## src/hdl/tcd_pkg.sv

```systemverilog
package tcd_pkg;

    // Request types
    localparam logic [1:0] REQ_READ  = 2'd0;
    localparam logic [1:0] REQ_WRITE = 2'd1;
    localparam logic [1:0] REQ_TICK  = 2'd2;

    // Register selects
    localparam logic [1:0] SEL_DATA_HI = 2'd0;
    localparam logic [1:0] SEL_DATA_LO = 2'd1;
    localparam logic [1:0] SEL_MASK_HI = 2'd2;
    localparam logic [1:0] SEL_MASK_LO = 2'd3;

    // Command address field
    localparam logic [2:0] ADDR_MIX    = 3'd0;
    localparam logic [2:0] ADDR_BASS   = 3'd1;
    localparam logic [2:0] ADDR_TREBLE = 3'd2;
    localparam logic [2:0] ADDR_MASTER = 3'd3;
    localparam logic [2:0] ADDR_RIGHT  = 3'd4;
    localparam logic [2:0] ADDR_LEFT   = 3'd5;

    localparam int          WORD_W      = 16;
    localparam int          CMD_MIN_LEN = 11;
    localparam logic [1:0]  CMD_LEAD    = 2'b10;
    localparam logic [4:0]  XFER_TICKS  = 5'd16;

    // Settings after reset
    localparam logic [5:0] MASTER_RST = 6'd40;
    localparam logic [4:0] LEFT_RST   = 5'd20;
    localparam logic [4:0] RIGHT_RST  = 5'd20;
    localparam logic [3:0] BASS_RST   = 4'd6;
    localparam logic [3:0] TREBLE_RST = 4'd6;
    localparam logic [1:0] MIX_RST    = 2'd0;

    typedef struct packed {
        logic [1:0] req_type;
        logic [1:0] reg_sel;
        logic [7:0] write_byte;
    } t_in;

    typedef struct packed {
        logic [7:0] read_byte;
        logic       busy_res;
        logic [5:0] master_level;
        logic [4:0] left_level;
        logic [4:0] right_level;
        logic [3:0] bass_code;
        logic [3:0] treble_code;
        logic [1:0] mix_mode;
    } t_out;

    typedef struct packed {
        logic       hit;
        logic [2:0] addr;
        logic [5:0] value;
    } t_cmd;

endpackage

```

## src/hdl/tcd_cmd_decode.sv

```systemverilog
module tcd_cmd_decode (
    input  logic [tcd_pkg::WORD_W-1:0] i_data_word,
    input  logic [tcd_pkg::WORD_W-1:0] i_mask_word,
    output tcd_pkg::t_cmd              o_cmd
);

    logic [tcd_pkg::WORD_W-1:0] win;
    logic [tcd_pkg::WORD_W-1:0] ext;
    logic [tcd_pkg::WORD_W-1:0] shifted;

    // Only one run of mask ones can reach the minimum length in a word, so
    // test every long window s..e for being exactly a maximal run.
    always_comb begin
        o_cmd   = '0;
        win     = '0;
        ext     = '0;
        shifted = '0;
        for (int s = tcd_pkg::CMD_MIN_LEN - 1; s < tcd_pkg::WORD_W; s++) begin
            for (int e = 0; e <= s - (tcd_pkg::CMD_MIN_LEN - 1); e++) begin
                for (int b = 0; b < tcd_pkg::WORD_W; b++) begin
                    win[b] = (b >= e) && (b <= s);
                    ext[b] = (b >= e - 1) && (b <= s + 1);
                end
                shifted = i_data_word >> e;
                if (((i_mask_word & ext) == win)
                    && ({i_data_word[s], i_data_word[s-1]} == tcd_pkg::CMD_LEAD)) begin
                    o_cmd.hit   = 1'b1;
                    o_cmd.addr  = shifted[8:6];
                    o_cmd.value = shifted[5:0];
                end
            end
        end
    end

endmodule

```

## src/hdl/microwire_tone_command_decoder_top.sv

```systemverilog
// Channel  | handshake                 | beat
// ---------+---------------------------+--------------------------------------
// request  | i_in_valid / o_in_ready   | i_in_data  (req_type, reg_sel, byte)
// result   | o_out_valid / i_out_ready | o_out_data (readback, busy, settings)
//
// One beat in, one beat out; a request beat is taken every cycle while the
// result register is empty or being drained, and its result appears the
// next cycle. Latency and throughput are set by the single result register.
// Reset (synchronous, active low) clears the words, ends any transfer and
// restores the default settings. A stalled result holds the request side.
module microwire_tone_command_decoder_top (
    input  logic          i_clk,
    input  logic          i_rst_n,
    input  logic          i_in_valid,
    output logic          o_in_ready,
    input  tcd_pkg::t_in  i_in_data,
    output logic          o_out_valid,
    input  logic          i_out_ready,
    output tcd_pkg::t_out o_out_data
);

    logic [15:0] r_data_word,  n_data_word;
    logic [15:0] r_mask_word,  n_mask_word;
    logic [15:0] r_shift_view, n_shift_view;
    logic [4:0]  r_steps_left, n_steps_left;
    logic [5:0]  r_master,     n_master;
    logic [4:0]  r_left,       n_left;
    logic [4:0]  r_right,      n_right;
    logic [3:0]  r_bass,       n_bass;
    logic [3:0]  r_treble,     n_treble;
    logic [1:0]  r_mix,        n_mix;
    logic        r_out_valid;
    tcd_pkg::t_out r_out,      n_out;

    logic          in_accept;
    logic [7:0]    rd_byte;
    logic [4:0]    shift_amt;
    tcd_pkg::t_cmd cmd;

    assign o_in_ready  = !r_out_valid || i_out_ready;
    assign in_accept   = i_in_valid && o_in_ready;
    assign o_out_valid = r_out_valid;
    assign o_out_data  = r_out;

    tcd_cmd_decode u_cmd_decode (
        .i_data_word (r_data_word),
        .i_mask_word (r_mask_word),
        .o_cmd       (cmd)
    );

    assign shift_amt = tcd_pkg::XFER_TICKS - n_steps_left;

    always_comb begin
        n_data_word  = r_data_word;
        n_mask_word  = r_mask_word;
        n_shift_view = r_shift_view;
        n_steps_left = r_steps_left;
        n_master     = r_master;
        n_left       = r_left;
        n_right      = r_right;
        n_bass       = r_bass;
        n_treble     = r_treble;
        n_mix        = r_mix;
        rd_byte      = '0;

        unique case (i_in_data.req_type)
            tcd_pkg::REQ_READ: begin
                unique case (i_in_data.reg_sel)
                    tcd_pkg::SEL_DATA_HI: rd_byte = r_shift_view[15:8];
                    tcd_pkg::SEL_DATA_LO: rd_byte = r_shift_view[7:0];
                    tcd_pkg::SEL_MASK_HI: rd_byte = r_mask_word[15:8];
                    default:              rd_byte = r_mask_word[7:0];
                endcase
            end
            tcd_pkg::REQ_WRITE: begin
                unique case (i_in_data.reg_sel)
                    tcd_pkg::SEL_DATA_HI: n_data_word[15:8] = i_in_data.write_byte;
                    tcd_pkg::SEL_DATA_LO: begin
                        n_data_word[7:0] = i_in_data.write_byte;
                        // start a transfer only from idle
                        if (r_steps_left == '0) begin
                            n_shift_view = {r_data_word[15:8], i_in_data.write_byte};
                            n_steps_left = tcd_pkg::XFER_TICKS;
                        end
                    end
                    tcd_pkg::SEL_MASK_HI: n_mask_word[15:8] = i_in_data.write_byte;
                    default:              n_mask_word[7:0]  = i_in_data.write_byte;
                endcase
            end
            tcd_pkg::REQ_TICK: begin
                if (r_steps_left != '0) begin
                    n_steps_left = r_steps_left - 5'd1;
                    n_shift_view = 16'(r_data_word << shift_amt);
                    // last tick: apply the command found in the mask
                    if (r_steps_left == 5'd1 && cmd.hit) begin
                        unique case (cmd.addr)
                            tcd_pkg::ADDR_MIX:    n_mix    = cmd.value[1:0];
                            tcd_pkg::ADDR_BASS:   n_bass   = cmd.value[3:0];
                            tcd_pkg::ADDR_TREBLE: n_treble = cmd.value[3:0];
                            tcd_pkg::ADDR_MASTER: n_master = cmd.value;
                            tcd_pkg::ADDR_RIGHT:  n_right  = cmd.value[4:0];
                            tcd_pkg::ADDR_LEFT:   n_left   = cmd.value[4:0];
                            default: ;
                        endcase
                    end
                end
            end
            default: ;
        endcase

        n_out.read_byte    = rd_byte;
        n_out.busy_res     = (n_steps_left != '0);
        n_out.master_level = n_master;
        n_out.left_level   = n_left;
        n_out.right_level  = n_right;
        n_out.bass_code    = n_bass;
        n_out.treble_code  = n_treble;
        n_out.mix_mode     = n_mix;
    end

    always_ff @(posedge i_clk) begin
        if (!i_rst_n) begin
            r_data_word  <= '0;
            r_mask_word  <= '0;
            r_shift_view <= '0;
            r_steps_left <= '0;
            r_master     <= tcd_pkg::MASTER_RST;
            r_left       <= tcd_pkg::LEFT_RST;
            r_right      <= tcd_pkg::RIGHT_RST;
            r_bass       <= tcd_pkg::BASS_RST;
            r_treble     <= tcd_pkg::TREBLE_RST;
            r_mix        <= tcd_pkg::MIX_RST;
            r_out_valid  <= 1'b0;
        end else begin
            if (in_accept) begin
                r_data_word  <= n_data_word;
                r_mask_word  <= n_mask_word;
                r_shift_view <= n_shift_view;
                r_steps_left <= n_steps_left;
                r_master     <= n_master;
                r_left       <= n_left;
                r_right      <= n_right;
                r_bass       <= n_bass;
                r_treble     <= n_treble;
                r_mix        <= n_mix;
                r_out_valid  <= 1'b1;
            end else if (i_out_ready) begin
                r_out_valid  <= 1'b0;
            end
        end
    end

    // result payload: load on every accepted beat
    always_ff @(posedge i_clk) begin
        if (in_accept) begin
            r_out <= n_out;
        end
    end

    a_steps_range: assert property (@(posedge i_clk) disable iff (!i_rst_n)
        r_steps_left <= tcd_pkg::XFER_TICKS)
        else $error("transfer step count out of range");

    a_busy_match: assert property (@(posedge i_clk) disable iff (!i_rst_n)
        o_out_valid |-> (o_out_data.busy_res == (r_steps_left != '0)))
        else $error("busy flag disagrees with transfer state");

    a_tick_count: assert property (@(posedge i_clk) disable iff (!i_rst_n)
        (in_accept && i_in_data.req_type == tcd_pkg::REQ_TICK && r_steps_left != '0)
        |=> (r_steps_left == $past(r_steps_left) - 5'd1))
        else $error("tick did not advance the transfer");

    a_result_follows: assert property (@(posedge i_clk) disable iff (!i_rst_n)
        in_accept |=> o_out_valid)
        else $error("accepted beat produced no result");

endmodule
```

## config.mk

```make
export PLATFORM = sky130hd
export DESIGN_NAME = microwire_tone_command_decoder_top
export DESIGN_NICKNAME = d
export VERILOG_FILES = /design/src/hdl/tcd_pkg.sv /design/src/hdl/tcd_cmd_decode.sv /design/src/hdl/microwire_tone_command_decoder_top.sv
export SDC_FILE = /design/constraint.sdc
export NUM_CORES = 1
export LEC_CHECK = 0
export ABC_AREA = 1
export BUFFER_PORTS_ARGS = -buffer_cell sky130_fd_sc_hd__buf_2
export CORE_MARGIN = 5
export CORE_UTILIZATION = 45
export CTS_CLUSTER_SIZE = 40
export DETAILED_ROUTE_END_ITERATION = 10
export GPL_ROUTABILITY_DRIVEN = 1
export SETUP_SLACK_MARGIN = 0.4
export SYNTH_ARGS = -nofsm -noshare
export SYNTH_HDL_FRONTEND = slang
export SYNTH_SLANG_ARGS = --single-unit
```

## constraint.sdc

```tcl
create_clock -name i_clk -period 8.7 [get_ports i_clk]
set_clock_uncertainty 0.1 [all_clocks]
set_input_delay 0.87 -clock i_clk [delete_from_list [all_inputs] [get_ports i_clk]]
set_output_delay 0.87 -clock i_clk [all_outputs]
set_load 0.1 [all_outputs]
```

* Yosys cells after proc, flatten, opt, wreduce, memory -nomap -nowiden *
Index checks and enable logic that the tools add are counted.

storage, ports and cells
  output and inout port bits = 37
  register bits after elaboration = 115
  word-level logic and storage cells = 160
  input bits = 16

operators by class
  bitwise operators = 1
  shifts and indexed selects = 1
  mux-type cells = 56
  eq/ne operators = 40
  $add $sub $neg = 2
  reductions and logical operators = 39

operators with widths
  kind                                                                count
  10-bit 2-to-1 mux                                                   21
  13-bit by 12-bit == test with 1-bit output (second input constant)  5
  14-bit by 13-bit == test with 1-bit output (second input constant)  4
  5-bit 2-to-1 mux                                                    11
  16-bit 2-to-1 mux                                                   3
  15-bit by 14-bit == test with 1-bit output (second input constant)  3
  16-bit by 15-bit == test with 1-bit output (second input constant)  2
  16-bit == test (second input constant)                              2
  4-bit 2-to-1 mux                                                    8
  16-bit one-hot mux with 2 select lines                              1
  6-bit 2-to-1 mux                                                    4
  8-bit one-hot mux with 3 select lines                               1
  1-bit logical AND                                                   23
  2-bit == test (second input constant)                               8
  16-bit by 5-bit left shift with 16-bit output                       1
  15-bit == test (second input constant)                              1
  14-bit == test (second input constant)                              1
  13-bit == test (second input constant)                              1
  12-bit by 11-bit == test with 1-bit output (second input constant)  1
  12-bit == test (second input constant)                              1
  3-bit AND reduction                                                 4
  5-bit one-hot mux with 2 select lines                               1
  5-bit nonzero test                                                  2
  2-bit 2-to-1 mux                                                    4
  19 further kinds                                                    26

* Longest topological paths before layout *
Gate-level depths: netlist of the first run.

  depth in word-level cells = 28
  mapped depth = 30
  mapped depth without buffers = 29

* By module *
From an unflattened synthesis of the first run, not the netlist that was laid out.

second synthesis, totals
  cells, all modules = 1198
  area, all modules = 7796.2 um^2

by module, submodules not included
  module                              instances  area an instance (um^2)  sequential area each (um^2)  cells each
  microwire_tone_command_decoder_top  1          5845.6                   2652.5                       783
  tcd_cmd_decode                      1          1950.6                   0.0                          415

* Worst setup path after synthesis of the first run *
No wires, ideal clock.

  path kind = input-to-reg
  start point = input port i_in_data[10] (netlist name)
  end point = register r_shift_view[9]
  data arrival time = 3.158 ns
  buffers on the path = 2
  cell stages on the path = 16
  library setup time = 0.095 ns
  required time = 8.505 ns
  path slack = 5.346 ns
  cells stage by stage = inv_1 ha_1 clkinv_1 nor2_1 o31ai_1 o21ai_0 inv_1 ha_1 clkbuf_1 clkbuf_1 nand2_1 o21ai_0 nor2_1 o21ai_0 o21ai_0 a221oi_1

on the way
  word-level cells in the longest chain between the ends = 6
  elaborated cells between the ends (all ways) = 12
  classes of those cells = add/sub: 1; eq/ne: 5; shift: 1; mux: 3; reduce/logical: 2

RTL lines
  what                                                                              RTL line                                   RTL
  from (decl)                                                                       microwire_tone_command_decoder_top.sv:16   input tcd_pkg::t_in i_in_data,
  2-bit == test / 2-bit by 1-bit == test with 1-bit output (equally long branches)  microwire_tone_command_decoder_top.sv:66   unique case (i_in_data.req_type)
  5-bit one-hot mux with 2 select lines                                             microwire_tone_command_decoder_top.sv:66
  5-bit subtractor                                                                  microwire_tone_command_decoder_top.sv:51   assign shift_amt = tcd_pkg::XFER_TICKS - n_steps_left;
  16-bit by 5-bit left shift with 16-bit output                                     microwire_tone_command_decoder_top.sv:93   n_shift_view = 16'(r_data_word << shift_amt);
  16-bit 2-to-1 mux                                                                 microwire_tone_command_decoder_top.sv:91   if (r_steps_left != '0) begin
  16-bit one-hot mux with 2 select lines                                            microwire_tone_command_decoder_top.sv:66
  to (signal assigned)                                                              microwire_tone_command_decoder_top.sv:138  r_shift_view <= n_shift_view;
  to (decl)                                                                         microwire_tone_command_decoder_top.sv:24   logic [15:0] r_shift_view, n_shift_view;

Parallel ways exist; a longest one is shown, timed or not. The select of a mux whose other input is x is not followed.
A chain may end at the register's enable or synchronous reset.

* Worst setup path after layout of the first run *
  start point = input port i_in_data[8] (netlist name)
  end point = register r_shift_view[8]

on the way
  word-level cells in the longest chain between the ends = 7
  elaborated cells between the ends (all ways) = 9
  classes of those cells = add/sub: 1; eq/ne: 2; shift: 1; mux: 4; reduce/logical: 1

RTL lines
  what                                           RTL line                                  RTL
  2-bit by 1-bit == test with 1-bit output *     microwire_tone_command_decoder_top.sv:76  unique case (i_in_data.reg_sel)
  5-bit 2-to-1 mux                               microwire_tone_command_decoder_top.sv:76
  5-bit one-hot mux with 2 select lines          microwire_tone_command_decoder_top.sv:66
  5-bit subtractor                               microwire_tone_command_decoder_top.sv:51
  16-bit by 5-bit left shift with 16-bit output  microwire_tone_command_decoder_top.sv:93
  16-bit 2-to-1 mux                              microwire_tone_command_decoder_top.sv:91
  16-bit one-hot mux with 2 select lines         microwire_tone_command_decoder_top.sv:66

Mark *: on every way between the ends. The rest lies on a longest branch, timed or not. The select of a mux whose other input is x is not followed.

==> results.sh, run 1 <==
export IMPL_drc=0
export IMPL_drv_slew=0
export IMPL_cap_violations=0
export IMPL_cts_tree="built"
export IMPL_rsz0062_at_grt="false"
export IMPL_post_drt_wl_per_cell_um=17.5
export IMPL_synth_seq_cells=115
export IMPL_layout_area_seq_um2=2650
export IMPL_finalCritPeriodShare_pct=49.8
export IMPL_cts_made_buffers=17
export IMPL_worst_slew_pin_slew_ns=1.17
export IMPL_viasPerCell=5.55
export IMPL_reg2reg_depth=16
export IMPL_synthTopCellsByCount="380 x nand2_1, 175 x inv_1, 160 x nor2_1"
export IMPL_ctsHoldBuffers=0
export IMPL_clock_latency_ns=0.44
export IMPL_track_usage_pct=26.8
export IMPL_relSlewSlack_pct=21.6
export IMPL_synth_cell_type_count=47
export IMPL_switchingPower_uw=560
export IMPL_syn2layout_area_growth_pct=11.7
export IMPL_boundaryPins=53
export IMPL_dp_hpwl_um=21600
export IMPL_grt_pass1_wl_um=47200
export IMPL_clkTransAtPathRegs_ns=0.07
export IMPL_seqPwrFrac_pct=37.8
export IMPL_synth_most_common_cell="nand2_1"
export IMPL_cts_sinks=115
export IMPL_p_leak_nw=4.20
export IMPL_cts_resized=0
export IMPL_required_ns=8.93
export IMPL_io_buffer_count=52
export IMPL_synth_seq_area_share_pct=30.5
export IMPL_setup_tns_ns=0
export IMPL_comb_power_share_pct=17.8
export IMPL_via_count=9542
export IMPL_synth_nets=1451
export IMPL_wirelength_um=30100
export IMPL_diodes=0
export IMPL_hold_violations=0
export IMPL_fmax_mhz=231
export IMPL_sw_frac_of_total_pct=35.1
export IMPL_crit_fanout=34
export IMPL_nets=1469
export IMPL_power_density_nw_per_um2=164
export IMPL_drt_pass1_iter_count=8
export IMPL_async_flop_share_pct=0
export IMPL_multi_input_area_um2=5070
export IMPL_fp_coreArea_um2=18900
export IMPL_final_antenna_net_count=0
export IMPL_post_route_min_period_ns=4.34
export IMPL_grt_antenna_before_repair=0
export IMPL_htree_levels=4
export IMPL_synth_edff_count=35
export IMPL_p_int_mw=1.04
export IMPL_yosys_area_top_type="dfxtp_1"
export IMPL_crit_arrival_ns=4.57
export IMPL_rows=50
export IMPL_setup_violations=0
export IMPL_startpoint_type="primary input"
export IMPL_worstSetupEndpointType="flip-flop"
export IMPL_total_power_mw=1.60
export IMPL_syn_avg_cell_area_um2=6.10
export IMPL_outcome="finished, final reports clean"
export IMPL_postPlaceCellArea_um2=9110
export IMPL_clkPwrFrac_pct=44.4
export IMPL_r2r_slack_ns=4.44
export IMPL_holdWs_ns=0.366
export IMPL_netlist_area_um2=8700
export IMPL_cts_setup_buffers=0
export IMPL_holdPathStages=2
export IMPL_first_iter_violations=920
export IMPL_clockBufferDepth=2
export IMPL_fillers=2017
export IMPL_die_h_um=149
export IMPL_netlist_instances=1427
export IMPL_die_width_um=149
export IMPL_overflow=0
export IMPL_first_global_vias=8617
export IMPL_synthFlopType="dfxtp_1"
export IMPL_hold_class="flip-flop to flip-flop"
export IMPL_synth_area_leaders="dfxtp_1 18%, nand2_1 16%, edfxtp_1 12%"
export IMPL_path_class="primary input to flip-flop"
export IMPL_ir_worst_vdd_v=0.000126
export IMPL_design_area_um2=9720
export IMPL_drive_above_1_share_pct=10.3
export IMPL_die_area_um2=22200
export IMPL_cts_root_buffer="clkbuf_16"
export IMPL_grt_max_degree=49
export IMPL_place_congestion=0.971
export IMPL_initial_utilization_pct=46.1
export IMPL_synth_top_area_share_pct=18.4
export IMPL_final_core_util_pct=51.5
export IMPL_yosysWarnings=0
[final timing paths]
| check | startpoint | to |
|---|---|---|
| min | r_right[4]$_SDFFE_PN1P_ | r_right[4]$_SDFFE_PN1P_ |
| max | i_in_data[8] | r_shift_view[8]$_SDFFE_PN0P_ |
| max reg2reg | r_steps_left[0]$_SDFFE_PN0P_ | r_shift_view[8]$_SDFFE_PN0P_ |
| min reg2reg | r_right[4]$_SDFFE_PN1P_ | r_right[4]$_SDFFE_PN1P_ |
[cells in the final DEF, fill, tap and decap left out, types with 35 or more instances in the layout]
| cell type | instances |
|---|---|
| a21oi_1 | 125 |
| nor2_1 | 160 |
| nand3_1 | 84 |
| dfxtp_1 | 80 |
| edfxtp_1 | 35 |
| nand4_1 | 43 |
| inv_1 | 175 |
| nand2_1 | 380 |
| buf_2 | 52 |
| o21ai_0 | 110 |
[cell families after synthesis]
| logic type | Yosys count | synth area share, % |
|---|---|---|
| DFF | 115 | 30.5 |
| xor gates and xnor gates | 3 | 0.302 |
| buffers and inverters | 256 | 11.3 |
| adders and majority gates | 8 | 1.15 |
| and+or+nand+nor | 755 | 38.1 |
| AOI/OAI and AO/OA | 290 | 18.6 |
[layer usage]
metal / vias to the layer above / global-route usage (%) / part of all wire, %
li1: 4770 / - / -
met1: 4378 / 38.2 / 46
met2: 354 / 42.8 / 46
met3: 40 / 3.89 / 6.6
met4: 0 / 6.54 / 1.8
met5: - / 0 / 0
[power groups by stage]
stage / Clock [mW] / Sequential [mW] / Combinational, mW
finish: 0.710 / 0.603 / 0.285
global route: 0.744 / 0.606 / 0.313
CTS: 0.718 / 0.603 / 0.283
detailed placement: 0 / 0.614 / 0.282
global placement: 0 / 0.614 / 0.282
floorplan: 0 / 0.691 / 0.144
[per-stage QoR]
step / worst slack [ns] / instances
2_1_floorplan: 5.35 / 1427
3_3_place_gp: 4.07 / 1686
3_5_place_dp: 3.98 / 1686
4_1_cts: 4.42 / 1718
5_1_grt: 3.86 / 1718
6_report: 4.36 / 1718
[critical path: stages]
cell      delay (ns)
buf_2           0.10
inv_1           0.05
nor2_1          0.25
inv_1           0.28
nor2_1          0.15
a32oi_1         0.10
nand2_1         0.67
inv_1           0.14
ha_1            0.24
or2_2           0.29
nand2_1         0.44
inv_1           0.29
nor3_1          0.29
o21ai_0         0.14
a221oi_1        0.25
[flip-flops by register name, summed over array words and instances (netlist names)]
name	cells
o_out_data	35
o_out_valid	1
r_bass	4
r_data_word	16
r_left	5
r_mask_word	16
r_master	6
r_mix	2
r_right	5
r_shift_view	16
r_steps_left	5
r_treble	4
[area by class of cell]
| cell class | instances | area share [%] |
|---|---|---|
| tap | 260 | 3.35 |
| inverter | 193 | 7.50 |
| clock inverter | 15 | 1.89 |
| multi-input combinational | 1056 | 52.1 |
| timing repair buffer | 62 | 3.45 |
| clock buffer | 17 | 4.38 |
| sequential | 115 | 27.3 |
No activity file was read; power rests on OpenSTA's default activity.
==> inputs of run 2 (changes only) <==
Settings changed: ABC_AREA 1 to 0.
Clock period 8.7 ns to 4.18 ns, I/O delays scaled along.
==> results.sh, run 2 <==
export IMPL_grt_pass1_wl_um=41300
export IMPL_slowest_stage="or4_1"
export IMPL_final_core_util_pct=54.2
export IMPL_post_drt_wl_per_cell_um=23.3
export IMPL_final_antenna_net_count=0
export IMPL_clockBufferDepth=2
export IMPL_htree_levels=4
export IMPL_clkTransAtPathRegs_ns=0.06
export IMPL_largest_reg_flops=35
export IMPL_die_width_um=140
export IMPL_cap_violations=0
export IMPL_syn_avg_cell_area_um2=9.04
export IMPL_place_congestion=1.02
export IMPL_async_flop_share_pct=0
export IMPL_cpPeakStageDelay_ns=0.77
export IMPL_io_buffer_count=52
export IMPL_startpoint_type="flip-flop"
export IMPL_p_leak_nw=3.47
export IMPL_yosys_area_share_simple_pct=22.4
export IMPL_synth_seq_area_share_pct=34.9
export IMPL_rows=47
export IMPL_setup_tns_ns=0
export IMPL_outcome="finished, final reports clean"
export IMPL_seqPwrFrac_pct=39.0
export IMPL_critical_path_cell_chain="nand4_4 > or4_1 > o32ai_1 > a221oi_1 > nor4b_2 > or3b_4 > nand3b_1 > mux2_2"
export IMPL_p_int_mw=2.15
export IMPL_clkPwrFrac_pct=45.2
export IMPL_wirelength_um=26500
export IMPL_die_area_um2=19600
export IMPL_hold_class="primary input to flip-flop"
export IMPL_track_usage_pct=26.7
export IMPL_synth_top_area_share_pct=21.1
export IMPL_relSlewSlack_pct=33.1
export IMPL_die_h_um=140
export IMPL_synth_area_mux_share_pct=20.3
export IMPL_synth_seq_cells=115
export IMPL_holdCritStartpoint="i_in_valid"
export IMPL_drv_slew=0
export IMPL_dp_hpwl_um=19000
export IMPL_drive_above_1_share_pct=25.8
export IMPL_clock_latency_ns=0.42
export IMPL_diodes=0
export IMPL_hold_violations=0
export IMPL_cts_tree="built"
export IMPL_synth_nets=865
export IMPL_first_global_vias=7133
export IMPL_synth_area_leaders="dfxtp_1 21%, edfxtp_1 14%, mux2i_1 9.9%"
export IMPL_initial_utilization_pct=45.9
export IMPL_grt_antenna_before_repair=0
export IMPL_syn2layout_area_growth_pct=18.2
export IMPL_fp_coreArea_um2=16600
export IMPL_setup_violations=0
export IMPL_synth_most_common_cell="nor2_1"
export IMPL_yosys_area_top_type="dfxtp_1"
export IMPL_post_route_min_period_ns=3.67
export IMPL_first_iter_violations=803
export IMPL_synth_compound_area_share_pct=15.3
export IMPL_cts_sinks=115
export IMPL_grt_max_degree=54
export IMPL_power_density_nw_per_um2=344
export IMPL_crit_arrival_ns=3.73
export IMPL_synth_xor_area_share_pct=0.461
export IMPL_comb_power_share_pct=15.9
export IMPL_worstSetupEndpointType="flip-flop"
export IMPL_worst_slew_pin_slew_ns=1.00
export IMPL_rsz0062_at_grt="false"
export IMPL_r2r_start="r_mask_word[12]$_SDFFE_PN0P_"
export IMPL_boundaryPins=53
export IMPL_synth_top_family_by_area="simple AND/OR/NAND/NOR gates"
export IMPL_fmax_mhz=272
export IMPL_ir_worst_vdd_v=0.000288
export IMPL_synthTopCellsByCount="85 x nor2_1, 80 x dfxtp_1, 80 x nand2_1"
export IMPL_mostFrequentLayoutCells="84 x nor2_1, 80 x nand2_1, 75 x mux2i_1, 75 x dfxtp_1, 62 x buf_4"
export IMPL_switchingPower_uw=939
export IMPL_yosysWarnings=0
export IMPL_finalCritPeriodShare_pct=87.8
export IMPL_path_class="flip-flop to flip-flop"
export IMPL_sw_frac_of_total_pct=30.4
export IMPL_crit_start="r_mask_word[12]$_SDFFE_PN0P_"
export IMPL_cts_made_buffers=17
export IMPL_netlist_area_um2=7600
export IMPL_synth_fa_ha_area_share_pct=1.32
export IMPL_final_common_cell="nor2_1"
export IMPL_viasPerCell=6.49
export IMPL_synthFlopType="dfxtp_1"
export IMPL_crit_fanout=15
export IMPL_cts_root_buffer="clkbuf_16"
export IMPL_synth_edff_count=35
export IMPL_netlist_instances=841
export IMPL_synth_cell_type_count=84
export IMPL_drc=0
export IMPL_via_count=7368
export IMPL_drt_pass1_iter_count=7
export IMPL_overflow=0
export IMPL_nets=927
export IMPL_required_ns=4.24
==> run 2: cell count changes in the layout (fill, tap and decap cells not counted), moves of 9 or more <==
cell	change
o211ai_1	-9
mux4_2	+16
a21oi_1	-98
mux2_2	+35
nand2_1	-300
nor2_1	-76
a211oi_1	+11
nand2_2	-16
nand3_1	-55
buf_4	+52
mux2i_1	+75
o21ai_0	-67
inv_1	-154
nand4_1	-29
==> run 2: kinds of logic after synthesis <==
family                     after synthesis
adders and majority gates                8
DFF                                    115
and+or+nand+nor                        321
xor gates and xnor gates                 4
buffers and inverters                   97
AOI/OAI and AO/OA                      168
muxes                                  128
==> run 2: area by class of cell <==
class	instances	area [um2]
flip-flops and latches	115	2660
multi-input cells	629	4620
inverters	24	90.1
repair buffers	116	771
well taps	220	275
clock buffers	18	450
clock inverters	14	119
fillers	1548	7590
==> run 2: per-stage QoR <==
step | std cells | setup WS (ns) | total power [mW] | area (um2) | hold WS (ns)
floorplan | 841 | 0.413 | 1.56 | 7620 | 0.331
global placement | 1092 | 0.129 | 1.66 | 8220 | 0.339
detailed placement | 1092 | 0.161 | 1.67 | 8220 | 0.348
CTS | 1124 | 0.404 | 3.07 | 8830 | 0.140
global route | 1136 | 0.367 | 3.19 | 8990 | 0.169
finish | 1136 | 0.509 | 3.09 | 8990 | 0.156
==> run 2: metal layers <==
| layer | vias up | part of all wire [%] | GRT usage [%] |
|---|---|---|---|
| li1 | 3304 | - | - |
| met1 | 3594 | 43 | 37.0 |
| met2 | 387 | 46 | 41.3 |
| met3 | 83 | 8.4 | 5.04 |
| met4 | 0 | 3.3 | 10.5 |
| met5 | - | 0 | 0 |
==> run 2: final timing paths <==
kind | end | slack (ns) | cells after the start
max reg2reg | o_out_data[23]$_DFFE_PP_ | 0.51 | 8
min reg2reg | r_mix[0]$_SDFFE_PN0P_ | 0.36 | 2
max | o_out_data[23]$_DFFE_PP_ | 0.51 | 8
min | o_out_valid$_SDFFE_PN0P_ | 0.16 | 3
==> run 2: repair_timing <==
action,4_1_cts,5_1_grt
gates cloned,0,1
hold buffers,0,0
buffers inserted,0,11
endpoints found under the setup margin,42,49
gates resized for setup,7,17
pin swaps,0,1
==> run 2: critical path: cells and delay by family (launching register included) <==
kind	cells	cell delay [ns]
AOI/OAI and AO/OA	2	0.32
DFF	1	0.53
muxes	1	0.37
and+or+nand+nor	5	2.08
==> run 2: power groups by stage <==
| stage | Clock (mW) | Sequential, mW | Combinational (mW) |
|---|---|---|---|
| floorplan | 0 | 1.31 | 0.244 |
| global placement | 0 | 1.22 | 0.433 |
| detailed placement | 0 | 1.23 | 0.440 |
| CTS | 1.41 | 1.20 | 0.449 |
| global route | 1.47 | 1.21 | 0.516 |
| finish | 1.40 | 1.20 | 0.491 |
